==> src/rtl/core/scc_delay.sv <==
// Sideband delay line that runs beside the multipliers.
// Depends on nothing.
module scc_delay #(
   parameter int W = 8,
   parameter int DEPTH = 5
) (
   input  logic         clock,
   input  logic         reset,
   input  logic         en,
   input  logic         up_vld,
   input  logic [W-1:0] up_d,
   output logic         dn_vld,
   output logic [W-1:0] dn_d
);
   logic         vld_ff [DEPTH];
   logic [W-1:0] d_ff   [DEPTH];

   always_ff @(posedge clock) begin
      if (reset) begin
         for (int i = 0; i < DEPTH; i++) vld_ff[i] <= 1'b0;
      end else if (en) begin
         vld_ff[0] <= up_vld;
         for (int i = 1; i < DEPTH; i++) vld_ff[i] <= vld_ff[i-1];
      end
   end

   always_ff @(posedge clock) begin
      if (en) begin
         d_ff[0] <= up_d;
         for (int i = 1; i < DEPTH; i++) d_ff[i] <= d_ff[i-1];
      end
   end

   assign dn_vld = vld_ff[DEPTH-1];
   assign dn_d = d_ff[DEPTH-1];
endmodule

==> config.mk <==
export PLATFORM = sky130hd
export DESIGN_NAME = scc_delay
export DESIGN_NICKNAME = d
export VERILOG_FILES = /design/src/rtl/core/scc_delay.sv
export SDC_FILE = /design/constraint.sdc
export NUM_CORES = 1
export LEC_CHECK = 0
export BUFFER_PORTS_ARGS = -buffer_cell sky130_fd_sc_hd__buf_2
export CAP_MARGIN = 20
export CORE_ASPECT_RATIO = 0.75
export CORE_MARGIN = 2
export CORE_UTILIZATION = 35
export DETAILED_ROUTE_END_ITERATION = 6
export GPL_TIMING_DRIVEN = 1
export SYNTH_ARGS = -nofsm -noshare
export SYNTH_HDL_FRONTEND = slang
export SYNTH_SLANG_ARGS = --single-unit
==> constraint.sdc <==
create_clock -name clock -period 1.3 [get_ports clock]
set_clock_uncertainty 0.2 [all_clocks]
set_input_delay 0.39 -clock clock [delete_from_list [all_inputs] [get_ports clock]]
set_output_delay 0.39 -clock clock [all_outputs]
set_load 0.01 [all_outputs]
==> impl_metrics.ini <==
[finish]
fin_util = 0.423
drive_gt1_frac = 0.346
n_antenna_cell = 0
syn2layout_area_growth_pct = 16.6
fillCellCount = 361
final_nets = 92

[worst_setup_path]
startpoint_type = flop
arrival_ns = 0.81
worstPathCellList = buf_2
cp-end-kind = output pin
path_max_fanout = 1
crit_slowest_cell = edfxtp_1
crit_buf_inv = 1
required_ns = 0.71
crit_family = flip-flops
r2r_slack_ns = 0.31
critical_path_class = flop to output pin
critPathMaxStageDelay_ns = 0.38

[power_and_ir_drop]
p_leak_nw = 0.631
power_frac_comb = 0.029
p_sw_frac = 0.173
seqPwrFrac = 0.619
power_frac_clock = 0.352
internal_power_mw = 2.30
finalPower_mw = 2.78
vdd_drop_max_mv = 0.961
p_switching_mw = 0.481
power.density_nw_per_um2 = 1630

[sta]
finalHoldViolCount = 0
fmax_ghz = 0.715
rsz0062_at_grt = yes
setup_violations = 9
setup_slack_ns = -0.0991
drv_slew = 0
finalCriticalPeriod_ns = 1.40
fin_crit_sh = 1.08
worst_pin_slew_ns = 0.227
slew_headroom = 0.849

[synthesis]
synthCells = 59
synth_top_family_by_area = buffers and inverters
synth-seq-cells = 45
syn_area_um2 = 1460
synthesis.nets = 71
yosys_warnings = 0
synth-simple-area-share = 0.0342
synthDistinctLibCells = 4
synth-seq-area-share = 0.925
synth-xor-area-share = 0
synth-compound-area-share = 0
yosys.area_share.adder = 0
syn_avg_cell_area_um2 = 24.8
synthMuxAreaShare = 0

[run_status]
outcome = finished with violations
failed_checks = setup timing

[clock_network]
cts_tree = done
cts_resized = 0
cts-root-buf = clkbuf_8
htree_levels = 2
clockBufferDepth = 2
cts_setup_buffers = 0
cts.sinks = 45
clkSlewWorstSetupHoldPaths_ns = 0.07
insertion_delay_ns = 0.28
cts_buffers = 5

[place]
dp_slack_ns = -0.0300
port_buffers = 20
finalWeightedCongestion = 0.653
hpwl_um = 885

[global_routing]
antenna_found_initial = 0
grt_pass1_wl_mm = 2.31
grt_max_degree = 36
track_usage = 0.0726
grt_pass1_vias = 509
overflow = 0

[detailed_routing]
vias = 530
first_iter_violations = 55
totalWireLength_mm = 1.48
drt-vias-per-instance = 3.90
ant_nets = 0
dr.pass1.iters = 2
wire_per_inst_um = 10.9
drcViolationCount = 0

[die]
die_h_um = 60.0
fp.dieArea_um2 = 4710
initial_core_util = 0.363
design.portCount = 21
fp.coreArea_um2 = 4030
row_count = 20
die_w_um = 78.6

[min_path]
hold_class = input pin to flop

[run]
cap_violations = 0
[final cells by class]
cell class	instances	area [um2]	share of cell area
Tap cell	55	68.8	0.0404
Clock inverter	2	33.8	0.0198
Timing Repair Buffer	22	128	0.0749
Sequential cell	45	1350	0.793
Clock buffer	6	72.6	0.0426
Multi-Input combinational cell	6	50.0	0.0294
[registers in the layout, summed over array words and instances (netlist names)]
signal  count
d_ff       40
vld_ff      5
[power groups by stage]
stage	Sequential, mW	Clock [mW]	Combinational (mW)
detailed placement	1.76	0	0.0831
global placement	1.75	0	0.0798
global route	1.73	1.07	0.0909
finish	1.72	0.979	0.0819
CTS	1.72	1.01	0.0835
floorplan	1.75	0	0.0335
[logic make-up after synthesis]
logic type | after synthesis
buffers and inverters | 8
flip-flops | 45
AND/OR/NAND/NOR | 6
[synth_stat cells, drive strengths merged]
master | count | area (um2)
or2 | 1 | 6.26
edfxtp | 45 | 1350
buf | 8 | 60.1
and3b | 5 | 43.8
[metal layers]
layer / wire [um] / track usage / vias to the layer above / share of wire
li1: - / - / 261 / -
met1: 680 / 0.0767 / 242 / 0.46
met2: 657 / 0.107 / 25 / 0.44
met3: 131 / 0.0453 / 2 / 0.089
met4: 8 / 0.0526 / 0 / 0.0054
met5: 0 / 0 / - / 0
[final timing paths]
kind                            cells past startpoint           end    startpoint
worst max register to register                      1  vld_ff[0][1]  vld_ff[0][0]
worst min register to register                      0    d_ff[0][9]    d_ff[0][1]
worst min-delay path                                1    d_ff[0][3]       up_d[3]
worst max-delay path                                1        dn_vld  vld_ff[0][4]
[stage by stage]
| step | hold WS, ns | area (um2) | cells | setup TNS (ns) |
|---|---|---|---|---|
| 6_report | 0.0811 | 1700 | 136 | -0.693 |
| 5_1_grt | 0.0641 | 1700 | 136 | -1.10 |
| 4_1_cts | 0.0686 | 1700 | 136 | -0.832 |
| 3_5_place_dp | 0.205 | 1600 | 128 | -0.171 |
| 3_3_place_gp | 0.201 | 1600 | 128 | 0 |
| 2_1_floorplan | 0.200 | 1460 | 59 | 0 |
[cells in the final DEF (no fill, tap or decap)]
master,count
buf_12,1
or2_1,1
bufinv_16,1
clkbuf_8,5
buf_4,1
clkinv_1,1
and3b_1,5
buf_2,20
edfxtp_1,45
clkbuf_1,1
[repair_timing]
action	CTS	global route
hold buffers	0	0
gates cloned	0	0
setup endpoints to repair	9	9
(Power assumes the default switching activity.)
