File: src/rtl/core/scc_mulsh.sv
// Pipelined signed multiply by a constant with round half away from zero and shift.
// Five stages: magnitude, 32x32 partial products, sum, round/shift/saturate, sign.
module scc_mulsh #(
   parameter int SHIFT = 32,
   parameter logic [63:0] K = 64'd1
) (
   input  logic               clock,
   input  logic               en,
   input  logic signed [63:0] a,
   output logic signed [63:0] p
);
   localparam logic [128:0] HALF = 129'd1 << (SHIFT - 1);

   logic [63:0]  mag_ff;
   logic         sgn1_ff, sgn2_ff, sgn3_ff, sgn4_ff;
   logic [63:0]  p00_ff, p01_ff, p10_ff, p11_ff;
   logic [127:0] sum_ff;
   logic [62:0]  res_ff;
   logic signed [63:0] p_ff;
   logic [128:0] t_in;
   logic [128:0] q_in;
   logic [62:0]  res_in;

   always_comb begin
      t_in = {1'b0, sum_ff} + HALF;
      q_in = t_in >> SHIFT;
      res_in = (|q_in[128:63]) ? {63{1'b1}} : q_in[62:0];
   end

   always_ff @(posedge clock) begin
      if (en) begin
         mag_ff <= a[63] ? unsigned'(-a) : unsigned'(a);
         sgn1_ff <= a[63];
         p00_ff <= 64'(mag_ff[31:0]) * 64'(K[31:0]);
         p01_ff <= 64'(mag_ff[31:0]) * 64'(K[63:32]);
         p10_ff <= 64'(mag_ff[63:32]) * 64'(K[31:0]);
         p11_ff <= 64'(mag_ff[63:32]) * 64'(K[63:32]);
         sgn2_ff <= sgn1_ff;
         sum_ff <= {64'd0, p00_ff} + {32'd0, p01_ff, 32'd0} + {32'd0, p10_ff, 32'd0}
                   + {p11_ff, 64'd0};
         sgn3_ff <= sgn2_ff;
         res_ff <= res_in;
         sgn4_ff <= sgn3_ff;
         p_ff <= sgn4_ff ? -signed'({1'b0, res_ff}) : signed'({1'b0, res_ff});
      end
   end

   assign p = p_ff;
endmodule

File: config.mk
export PLATFORM = sky130hd
export DESIGN_NAME = scc_mulsh
export DESIGN_NICKNAME = d
export VERILOG_FILES = /design/src/rtl/core/scc_mulsh.sv
export SDC_FILE = /design/constraint.sdc
export NUM_CORES = 1
export LEC_CHECK = 0
export BUFFER_PORTS_ARGS = -buffer_cell sky130_fd_sc_hd__buf_2
export CORE_MARGIN = 5
export CORE_UTILIZATION = 45
export DETAILED_ROUTE_END_ITERATION = 8
export PLACE_DENSITY = 0.65
export SYNTH_ARGS = -nofsm -noshare
export SYNTH_HDL_FRONTEND = slang
export SYNTH_SLANG_ARGS = --single-unit
File: constraint.sdc
create_clock -name clock -period 3.3 [get_ports clock]
set_input_delay 0.825 -clock clock [delete_from_list [all_inputs] [get_ports clock]]
set_output_delay 0.825 -clock clock [all_outputs]
set_load 0.05 [all_outputs]
==> run summary, run 1 <==
static leakage - 3.37 nW
worst setup path endpoint - mag_ff[61]
main combinational cell family by area after synthesis - simple AND/OR/NAND/NOR gates
crit path time final - 2.72 ns
fin area - 9820 um2
most used cells in the layout excluding fill and tap cells - 200 x edfxtp_1, 128 x buf_2, 85 x xnor2_1
TritonCTS Buffers - 17
cts repair resizes - 0
setup slack of the critical path after layout - 0.579 ns
placement row count - 49
Worst Hold Class - reg2reg
global-route wire length before repair - 22400 um
R2R cell count - 7
critical path data required time - 3.46 ns
outcome - finished, final reports clean
CTS root buffer - clkbuf_16
Cell Area, Synth - 8280 um2
die height - 146 um
global-route track usage on met2 - 21.0%
Most Crowded Layer GR - met2
dpl cell area - 9260 um2
endpoints failing hold - 0
number of failing setup endpoints in the final timing report - 0
residual antenna-violating net count after detailed routing - 0
upper clock frequency limit - 367 MHz
Critical path origin - a[40]
yosys synthesis warning count - 0
placed cell count - 905
max capacitance violation total - 0
CTS sink cnt - 200
Post-Synth Adder-Cell Area - 0.302%
Placer Congestion - 0.843
top-area cell type share of the netlist area - 72.5%
antenna violations before repair - 0
total power divided by cell area - 567 nW/um2
Area Growth Syn to Fin - 18.6%
detail-routed via count per cell - 4.99
number of design rule violations left after detail routing - 0
slack of the worst reg-to-reg path - 0.73 ns
Total Routed Length - 13000 um
IR Drop Worst-Case VDD - 0.362 mV
Synth Area in Simple Gates - 11.1%
number of filler instances in the final layout - 1509
endpoint class of the critical path - flip-flop
maximum number of pins on one net before global-route repair - 63
footprint of the flip-flops and latches - 6010 um2
Iter 0 DRT Violations - 180
HPWL Detailed - 9860 um
CTS clk-pin slew, worst paths - 0.06 ns
Worst setup SP type - primary input
number of hold buffers added after CTS - 0
CTS tree - built
sequential-to-total area share from yosys stat - 72.5%
Post CTS Setup Buffer Count - 0
RR Startpoint - res_ff[0]
maximum level of the CTS H-tree - 4
number of flip-flops and latches in the synthesized netlist - 200
GRT Total Usage - 12.9%
Port Buffer Count - 129
Worst Path Class, Setup - in2reg
width of the die - 146 um
clock latency on the worst-skew pair - 0.42 ns
transition at the pin with the smallest max-transition slack - 0.882 ns
Antenna Cells - 0
multiplexer area fraction after synthesis - 0%
compound-gate portion of the synthesized area - 4.96%
fraction of layout cells with a size suffix above 1 - 25.7%
Synth area leaders - edfxtp_1 73%, xnor2_1 9.0%, nor2_1 2.2%
io pins - 130
largest fanout on the critical path - 6
post-route fraction of the period consumed by the critical path - 82.5%
unrepaired setup endpoints after global routing - false
length of the first detailed-routing pass in iterations - 5
area of the core region - 18000 um2
gate count of the mapped netlist - 553
met3 track utilization from global routing - 3.83%
endpoint of the lowest-slack register-to-register path - p[28]
footprint of the multi-input gates - 2190 um2
number of global-route vias before repair - 4731
post-synthesis net count - 621
Hold Crit Depth - 0
final max-slew violation count - 0
setup TNS after final layout - 0 ns
wire per inst - 13.9 um
maximum root-to-sink buffer count - 2
Mean Syn Cell Area - 15.0 um2
cell taking the most area after synthesis - edfxtp_1
initial cell density of the core - 45.9%
Post-layout nets - 763
placement-stage worst setup slack - 0.142 ns
remaining global-route overflow - 0
clock tree skew after final layout - 0.00749 ns
arrival time worst endpoint - 2.89 ns
count of unique library cells instantiated by Yosys - 31
die outline area - 21200 um2
Post-Synth XOR/XNOR Area - 9.94%
DR vias - 4672
share of the core filled with cells in the final layout - 54.5%
Global Route met1 Usage - 16.1%
leading cell type in the layout, fill and taps excluded - edfxtp_1
Rel. slew slack - 41.2%
non-filler instance count after layout - 937
where the power goes:
part / switching [W] / internal (W)
clock: 0.000840 / 0.00105
combinational: 0.000382 / 0.000171
sequential: 0.0000845 / 0.00304
cell type report:
type,instances,area share [%]
Sequential cell,200,61.2
Multi-Input combinational cell,328,22.3
Timing Repair Buffer,142,7.76
Clock buffer,20,4.45
Tap cell,229,2.92
Clock inverter,12,1.21
Inverter,6,0.229
worst min path at each step:
stage / start / to / slack [ns]
floorplan: mag_ff[31] / p00_ff[31] / 0.40
global placement: mag_ff[48] / p10_ff[16] / 0.41
detailed placement: mag_ff[55] / p10_ff[23] / 0.40
CTS: p10_ff[22] / sum_ff[54] / 0.42
global route: p10_ff[22] / sum_ff[54] / 0.43
finish: p10_ff[22] / sum_ff[54] / 0.42
cell usage after synthesis, drive strengths merged:
cell and count:
edfxtp 200, xnor2 85, nor2 49, nand2 26, o31ai 20, clkbuf 19, o21ai 19, o41ai 17
nand4 16, or4 15, nor4 14, nor3 12, nand3 11, or3 9, xor2 9, and3 6
inv 6, or2 5, and2 4, and4 3, ha 2, nand2b 2, a41oi 1, nand3b 1
nor2b 1, or4b 1
routing by layer:
metal / vias up / routed length [um]
li1: 2396 / -
met1: 2118 / 5730
met2: 147 / 6290
met3: 11 / 743
met4: 0 / 216
met5: - / 0
worst max-delay path, cell delays in order:
cell     delay, ns
buf_2         0.12
or4_1         0.59
or4_4         0.55
or4_4         0.45
o41ai_2       0.24
xnor2_1       0.11
cell families (layout without fill, tap and decap cells):
| family | Yosys count | in the layout |
|---|---|---|
| simple gates | 175 | 175 |
| compound gates | 57 | 57 |
| fa+ha+maj | 2 | 2 |
| buf+inv | 25 | 180 |
| xor+xnor | 94 | 94 |
| flops | 200 | 200 |
registers in the layout, indices dropped and copies added (netlist names):
name and flops:
p 64, mag_ff 33, res_ff 33, sum_ff 33
p10_ff 32, p00_ff 1, sgn1_ff 1, sgn2_ff 1
sgn3_ff 1, sgn4_ff 1
through the flow:
step / hold WS, ns / power [W]
finish: 0.418 / 0.00557
global route: 0.430 / 0.00580
CTS: 0.419 / 0.00564
detailed placement: 0.405 / 0.00374
global placement: 0.409 / 0.00372
floorplan: 0.400 / 0.00352
No activity file was read; power rests on OpenSTA's default activity.
==> run 2: changes to the inputs <==
--- a/config.mk
+++ b/config.mk
@@ -9,7 +9,7 @@
 export CORE_MARGIN = 5
 export CORE_UTILIZATION = 45
 export DETAILED_ROUTE_END_ITERATION = 8
-export PLACE_DENSITY = 0.65
+export PLACE_DENSITY = 0.67
 export SYNTH_ARGS = -nofsm -noshare
 export SYNTH_HDL_FRONTEND = slang
 export SYNTH_SLANG_ARGS = --single-unit
==> constraint.sdc (replaced) <==
create_clock -name clock -period 2.4 [get_ports clock]
set_input_delay 0.6 -clock clock [delete_from_list [all_inputs] [get_ports clock]]
set_output_delay 0.6 -clock clock [all_outputs]
set_load 0.05 [all_outputs]
==> run 2 against run 1 <==
The flow now finishes with violations (negative setup slack); wire length is 6.2% higher; register-to-register slack worse by 0.56 ns; critical path depth stayed put; via count is 3.8% higher; sequential share of layout area is 2.6 points lower; first-iteration DRC count is 18% higher; highest routed layer unchanged.
==> run summary, run 2 (same netlist as run 1, synthesis figures left out) <==
outcome - finished with violations (was finished, final reports clean)
failing checks - negative setup slack
transition at the pin with the smallest max-transition slack - 0.569 ns (was 0.882 ns)
max reg flops - 64 (unchanged)
die outline area - 21200 um2 (unchanged)
HPWL Detailed - 10300 um (was 9860 um)
maximum root-to-sink buffer count - 2 (unchanged)
initial cell density of the core - 45.9% (unchanged)
CTS tree - built (unchanged)
wire per inst - 14.1 um (was 13.9 um)
global-route wire length before repair - 23400 um (was 22400 um)
endpoint of the lowest-slack register-to-register path - p[27] (was p[28])
max capacitance violation total - 0 (unchanged)
HP Start - mag_ff[38] (was p10_ff[22])
clock tree skew after final layout - 0.0123 ns (was 0.00749 ns)
Post-layout nets - 804 (was 763)
leading cell type in the layout, fill and taps excluded - edfxtp_1 (unchanged)
final max-slew violation count - 0 (unchanged)
Crit path top cell by count - or4_4 (unchanged)
Pint - 0.00593 W (was 0.00427 W)
combinational share of power - 10.6% (was 9.9%)
Worst Hold Class - reg2reg (unchanged)
Worst setup SP type - primary input (unchanged)
Slowest-stage cell, CP - or4_4 (was or4_1)
CTS sink cnt - 200 (unchanged)
Area Growth Syn to Fin - 23.8% (was 18.6%)
dpl cell area - 9620 um2 (was 9260 um2)
remaining global-route overflow - 0 (unchanged)
R2R cell count - 6 (was 7)
endpoint class of the critical path - flip-flop (unchanged)
number of design rule violations left after detail routing - 0 (unchanged)
crit path time final - 2.40 ns
fin area - 10300 um2 (was 9820 um2)
sequential fraction of design power - 54.9% (was 56.1%)
setup slack of the critical path after layout - -0.00284 ns (was 0.579 ns)
total power divided by cell area - 762 nW/um2 (was 567 nW/um2)
Port Buffer Count - 129 (unchanged)
crit-path max cell delay - 0.53 ns (was 0.59 ns)
terminating pin of the worst hold path - p10_ff[6] (was sum_ff[54])
static leakage - 3.60 nW (was 3.37 nW)
IR Drop Worst-Case VDD - 0.455 mV (was 0.362 mV)
fraction of layout cells with a size suffix above 1 - 31.1% (was 25.7%)
number of failing setup endpoints in the final timing report - 1 (was 0)
cell breakdown of the critical path - buf_2 > or4_4 > or4_4 > or4_1 > o31ai_2 > xnor2_1 (was buf_2 > or4_1 > or4_4 > or4_4 > o41ai_2 > xnor2_1)
Hold Crit Depth - 0 (unchanged)
io pins - 130 (unchanged)
clock latency on the worst-skew pair - 0.43 ns (was 0.42 ns)
Rel. slew slack - 62.1% (was 41.2%)
DR vias - 4848 (was 4672)
RR Startpoint - res_ff[7] (was res_ff[0])
die height - 146 um (unchanged)
total power - 0.00781 W (was 0.00557 W)
length of the first detailed-routing pass in iterations - 5 (unchanged)
Worst Path Class, Setup - in2reg (unchanged)
non-filler instance count after layout - 978 (was 937)
maximum level of the CTS H-tree - 4 (unchanged)
detail-routed via count per cell - 4.96 (was 4.99)
arrival time worst endpoint - 2.57 ns (was 2.89 ns)
post-route fraction of the period consumed by the critical path - 100%
critical path data required time - 2.57 ns (was 3.46 ns)
number of filler instances in the final layout - 1454 (was 1509)
antenna violations before repair - 0 (unchanged)
width of the die - 146 um (unchanged)
Antenna Cells - 0 (unchanged)
portion of total power attributed to the clock network - 34.5% (was 34.0%)
placement row count - 49 (unchanged)
Placer Congestion - 0.809 (was 0.843)
setup TNS after final layout - -0.00284 ns (was 0 ns)
net load switching power - 0.00188 W (was 0.00131 W)
residual antenna-violating net count after detailed routing - 0 (unchanged)
unrepaired setup endpoints after global routing - true (was false)
number of hold buffers added after CTS - 0 (unchanged)
Total Routed Length - 13800 um (was 13000 um)
area of the core region - 18000 um2 (unchanged)
upper clock frequency limit - 416 MHz
switching portion of total power - 24.1% (was 23.4%)
number of global-route vias before repair - 4982 (was 4731)
CTS clk-pin slew, worst paths - 0.07 ns (was 0.06 ns)
slack of the worst reg-to-reg path - 0.17 ns (was 0.73 ns)
largest fanout on the critical path - 4 (was 6)
endpoints failing hold - 0 (unchanged)
placement-stage worst setup slack - -0.480 ns (was 0.142 ns)
most used cells in the layout excluding fill and tap cells - 200 x edfxtp_1, 128 x buf_2, 85 x xnor2_1 (unchanged)
maximum number of pins on one net before global-route repair - 52 (was 63)
GRT Total Usage - 13.5% (was 12.9%)
CTS root buffer - clkbuf_16 (unchanged)
placed cell count - 946 (was 905)
TritonCTS Buffers - 17 (unchanged)
Iter 0 DRT Violations - 212 (was 180)
[run 2: layer usage]
metal	part of all wire [%]	track usage [%]	up-vias
li1	-	-	2482
met1	43	16.1	2201
met2	50	22.8	147
met3	5.5	3.86	18
met4	1.8	5.83	0
met5	0	0	-
[run 2: how the worst max path moves through the flow]
stage	from	endpoint	slack, ns	depth (start not counted)
after global routing	a[40]	mag_ff[61]	-0.04	6
final	a[40]	mag_ff[50]	-0.003	6
after detailed placement	a[40]	mag_ff[50]	-0.48	6
after CTS	a[40]	mag_ff[61]	0.005	6
after floorplan	a[35]	mag_ff[61]	-0.32	6
after global placement	a[40]	mag_ff[61]	-0.43	6
[run 2: stage by stage]
stage,hold WS [ns],util [%]
after floorplan,0.400,-
after detailed placement,0.405,53.4
after global routing,0.430,56.9
final,0.419,56.9
after global placement,0.406,53.4
after CTS,0.421,56.7
[run 2: repair_timing]
item,4_1_cts,5_1_grt
setup endpoints to repair,21,41
cloned,0,0
buffers inserted,0,0
gates resized for setup,6,6
[run 2: power groups by stage]
| stage | clock (W) | combinational [W] | sequential, W |
|---|---|---|---|
| 6_report | 0.00270 | 0.000828 | 0.00429 |
| 5_1_grt | 0.00291 | 0.000890 | 0.00432 |
| 4_1_cts | 0.00275 | 0.000836 | 0.00429 |
| 3_5_place_dp | 0 | 0.000830 | 0.00437 |
| 3_3_place_gp | 0 | 0.000816 | 0.00435 |
| 2_1_floorplan | 0 | 0.000227 | 0.00462 |
[run 2: area by class of cell]
type                       instances  area [um2]  area share, %
tap                              229         287           2.79
sequential                       200        6010           58.6
timing repair buffer             183        1110           10.8
clock inverter                    12         133           1.29
inverter                           6        22.5          0.220
clock buffer                      20         437           4.26
multi-input combinational        328        2260           22.0
[run 2: critical path: cells and delay by family]
kind                   cells  cell delay, ns
AO/OA/AOI/OAI              1            0.23
buffers and inverters      1            0.11
AND/OR/NAND/NOR            3            1.53
XOR/XNOR                   1            0.10
==> run 3: changes to the inputs <==
--- a/config.mk
+++ b/config.mk
@@ -5,11 +5,12 @@
 export SDC_FILE = /design/constraint.sdc
 export NUM_CORES = 1
 export LEC_CHECK = 0
+export ABC_AREA = 1
 export BUFFER_PORTS_ARGS = -buffer_cell sky130_fd_sc_hd__buf_2
-export CORE_MARGIN = 5
+export CORE_MARGIN = 8
 export CORE_UTILIZATION = 45
 export DETAILED_ROUTE_END_ITERATION = 8
-export PLACE_DENSITY = 0.67
+export PLACE_DENSITY = 0.66
 export SYNTH_ARGS = -nofsm -noshare
 export SYNTH_HDL_FRONTEND = slang
 export SYNTH_SLANG_ARGS = --single-unit
==> run 3 against run 2 <==
The flow now finishes without violations; synthesized area rose by 19%; clock skew fell by 0.0017 ns; sequential power barely moved; critical path depth rose by 4; flip-flop and latch count did not move; non-clock buffer count fell by 42; critical path type is now reg2reg.
==> run summary, run 3 <==
fraction of layout cells with a size suffix above 1 - 16.6% (was 31.1%)
total power - 0.00798 W (was 0.00781 W)
residual antenna-violating net count after detailed routing - 0 (unchanged)
clock latency on the worst-skew pair - 0.43 ns (about the same)
Worst Hold Class - reg2reg (unchanged)
Placer Congestion - 0.939 (was 0.809)
unrepaired setup endpoints after global routing - false (was true)
Worst Path Class, Setup - reg2reg (was in2reg)
maximum number of pins on one net before global-route repair - 49 (was 52)
max reg flops - 64 (unchanged)
remaining global-route overflow - 0 (unchanged)
number of flip-flops and latches in the synthesized netlist - 200 (unchanged)
multiplexer area fraction after synthesis - 0% (unchanged)
Worst setup SP type - flip-flop (was primary input)
main combinational cell family by area after synthesis - simple AND/OR/NAND/NOR gates (unchanged)
max capacitance violation total - 0 (unchanged)
Area Growth Syn to Fin - 16.8% (was 23.8%)
sequential-to-total area share from yosys stat - 61.1% (was 72.5%)
setup TNS after final layout - 0 ns (was -0.00284 ns)
Cell Area, Synth - 9830 um2 (was 8280 um2)
initial cell density of the core - 45.4% (was 45.9%)
HPWL Detailed - 17000 um (was 10300 um)
non-filler instance count after layout - 1465 (was 978)
clock tree skew after final layout - 0.0106 ns (was 0.0123 ns)
top post-synthesis cells by count - 333 x nand2_1, 201 x nor2_1, 200 x edfxtp_1 (was 200 x edfxtp_1, 85 x xnor2_1, 49 x nor2_1)
TritonCTS Buffers - 17 (unchanged)
transition at the pin with the smallest max-transition slack - 0.697 ns (was 0.569 ns)
Crit path top cell by count - nand2_1 (was or4_4)
wire per inst - 14.7 um (was 14.1 um)
area of the core region - 21600 um2 (was 18000 um2)
most numerous cell in the Yosys netlist - nand2_1 (was edfxtp_1)
Port Buffer Count - 129 (unchanged)
maximum level of the CTS H-tree - 4 (unchanged)
CTS root buffer - clkbuf_16 (unchanged)
number of global-route vias before repair - 6981 (was 4982)
endpoint class of the critical path - flip-flop (unchanged)
most used cells in the layout excluding fill and tap cells - 333 x nand2_1, 201 x nor2_1, 200 x edfxtp_1 (was 200 x edfxtp_1, 128 x buf_2, 85 x xnor2_1)
static leakage - 4.41 nW (was 3.60 nW)
Synth area leaders - edfxtp_1 61%, nand2_1 13%, nor2_1 7.7% (was edfxtp_1 73%, xnor2_1 9.0%, nor2_1 2.2%)
crit path time final - 1.93 ns (was 2.40 ns)
number of design rule violations left after detail routing - 0 (unchanged)
Slowest-stage cell, CP - edfxtp_1 (was or4_4)
detail-routed via count per cell - 4.88 (was 4.96)
number of flops mapped to enable cells by yosys - 200 (unchanged)
cell taking the most area after synthesis - edfxtp_1 (unchanged)
Antenna Cells - 0 (unchanged)
outcome - finished, final reports clean (was finished with violations)
cts repair resizes - 0 (was 6)
crit-path max cell delay - 0.41 ns (was 0.53 ns)
number of filler instances in the final layout - 1980 (was 1454)
maximum root-to-sink buffer count - 2 (unchanged)
FFs w/ async S/R, synth - 0% (unchanged)
Mean Syn Cell Area - 9.52 um2 (was 15.0 um2)
CTS tree - built (unchanged)
DR vias - 7143 (was 4848)
Post-layout nets - 1240 (was 804)
total power divided by cell area - 695 nW/um2 (was 762 nW/um2)
cell breakdown of the critical path - inv_1 > ha_1 > nand3_1 > nor2_2 > nand3_1 > nand2_1 > buf_4 > nand2_1 > nand2_1 > nand2_1 (was buf_2 > or4_4 > or4_4 > or4_1 > o31ai_2 > xnor2_1)
arrival time worst endpoint - 2.13 ns (was 2.57 ns)
post-synthesis net count - 1100 (was 621)
Post CTS Setup Buffer Count - 0 (unchanged)
top-area cell type share of the netlist area - 61.1% (was 72.5%)
gate count of the mapped netlist - 1032 (was 553)
die height - 164 um (was 146 um)
Synth Area in Simple Gates - 27.8% (was 11.1%)
count of unique library cells instantiated by Yosys - 31 (unchanged)
placed cell count - 1433 (was 946)
antenna violations before repair - 0 (unchanged)
Rel. slew slack - 53.5% (was 62.1%)
IR Drop Worst-Case VDD - 0.401 mV (was 0.455 mV)
number of hold buffers added after CTS - 0 (unchanged)
io pins - 130 (unchanged)
number of failing setup endpoints in the final timing report - 0 (was 1)
largest fanout on the critical path - 20 (was 4)
leading cell type in the layout, fill and taps excluded - nand2_1 (was edfxtp_1)
Post-Synth XOR/XNOR Area - 4.55% (was 9.94%)
share of the core filled with cells in the final layout - 53.1% (was 56.9%)
yosys synthesis warning count - 0 (unchanged)
Iter 0 DRT Violations - 387 (was 212)
Post-Synth Adder-Cell Area - 0.255% (was 0.302%)
width of the die - 164 um (was 146 um)
post-route fraction of the period consumed by the critical path - 80.6% (was 100%)
placement row count - 54 (was 49)
length of the first detailed-routing pass in iterations - 5 (unchanged)
footprint of the multi-input gates - 3470 um2 (was 2260 um2)
GRT Total Usage - 16.2% (was 13.5%)
final max-slew violation count - 0 (unchanged)
critical path data required time - 2.59 ns (was 2.57 ns)
compound-gate portion of the synthesized area - 2.76% (was 4.96%)
most instantiated flip-flop cell in the synthesis netlist - edfxtp_1 (unchanged)
global-route wire length before repair - 34300 um (was 23400 um)
Total Routed Length - 21500 um (was 13800 um)
die outline area - 26800 um2 (was 21200 um2)
slack of the worst reg-to-reg path - 0.47 ns (was 0.17 ns)
CTS sink cnt - 200 (unchanged)
upper clock frequency limit - 517 MHz (was 416 MHz)
CTS clk-pin slew, worst paths - 0.07 ns (about the same)
footprint of the flip-flops and latches - 6010 um2 (unchanged)
endpoints failing hold - 0 (unchanged)
[run 3: cell types whose count changed in the layout (fill, tap and decap cells not counted), moves of 16 or more]
cell,change
inv_1,+62
xnor2_1,-65
buf_4,-41
nand3_1,+28
o31ai_1,-19
nor2_1,+154
o211ai_1,+16
nand3b_1,+24
nand2_1,+307
xor2_1,+22
[run 3: metrics by stage]
step	area, um2	hold WS (ns)	worst slack (ns)
after global routing	11500	0.427	0.331
after floorplan	9830	0.400	0.724
after detailed placement	10900	0.405	0.252
final	11500	0.419	0.465
after CTS	11500	0.422	0.474
after global placement	10900	0.400	0.222
[run 3: cell type report]
type                       instances  area share [%]
sequential                       200            52.3
multi-input combinational        744            30.2
timing repair buffer             141            6.90
clock buffer                      17            3.71
tap                              280            3.05
inverter                          68            2.22
clock inverter                    15            1.58
[run 3: path summary, 6_finish.rpt]
check / depth (start not counted) / to / from
worst min register to register: 0 / p10_ff[4] / mag_ff[36]
worst max register to register: 10 / p[32] / res_ff[0]
worst max-delay path: 10 / p[32] / res_ff[0]
worst min-delay path: 0 / p10_ff[4] / mag_ff[36]
[run 3: layer usage]
layer / track usage [%] / part of all wire [%]
met5: 0 / 0
met4: 7.07 / 2.5
met3: 3.18 / 5.5
met2: 28.2 / 49
met1: 19.2 / 43
[run 3: worst max-delay path, delay by kind of cell, from the launching register on]
family / cells / cell delay (ns)
simple gates: 7 / 0.77
flops: 1 / 0.41
buf+inv: 2 / 0.34
fa+ha+maj: 1 / 0.17
[run 3: kinds of logic after synthesis]
logic type | after synthesis
AOI/OAI and AO/OA | 44
adders and majority gates | 2
and+or+nand+nor | 647
xor gates and xnor gates | 51
DFF | 200
buffers and inverters | 88
[run 3: power breakdown]
part,switching [W],internal [W]
logic,0.000646,0.000250
clock network,0.00133,0.00150
registers,0.000108,0.00415
total,0.00209,0.00589
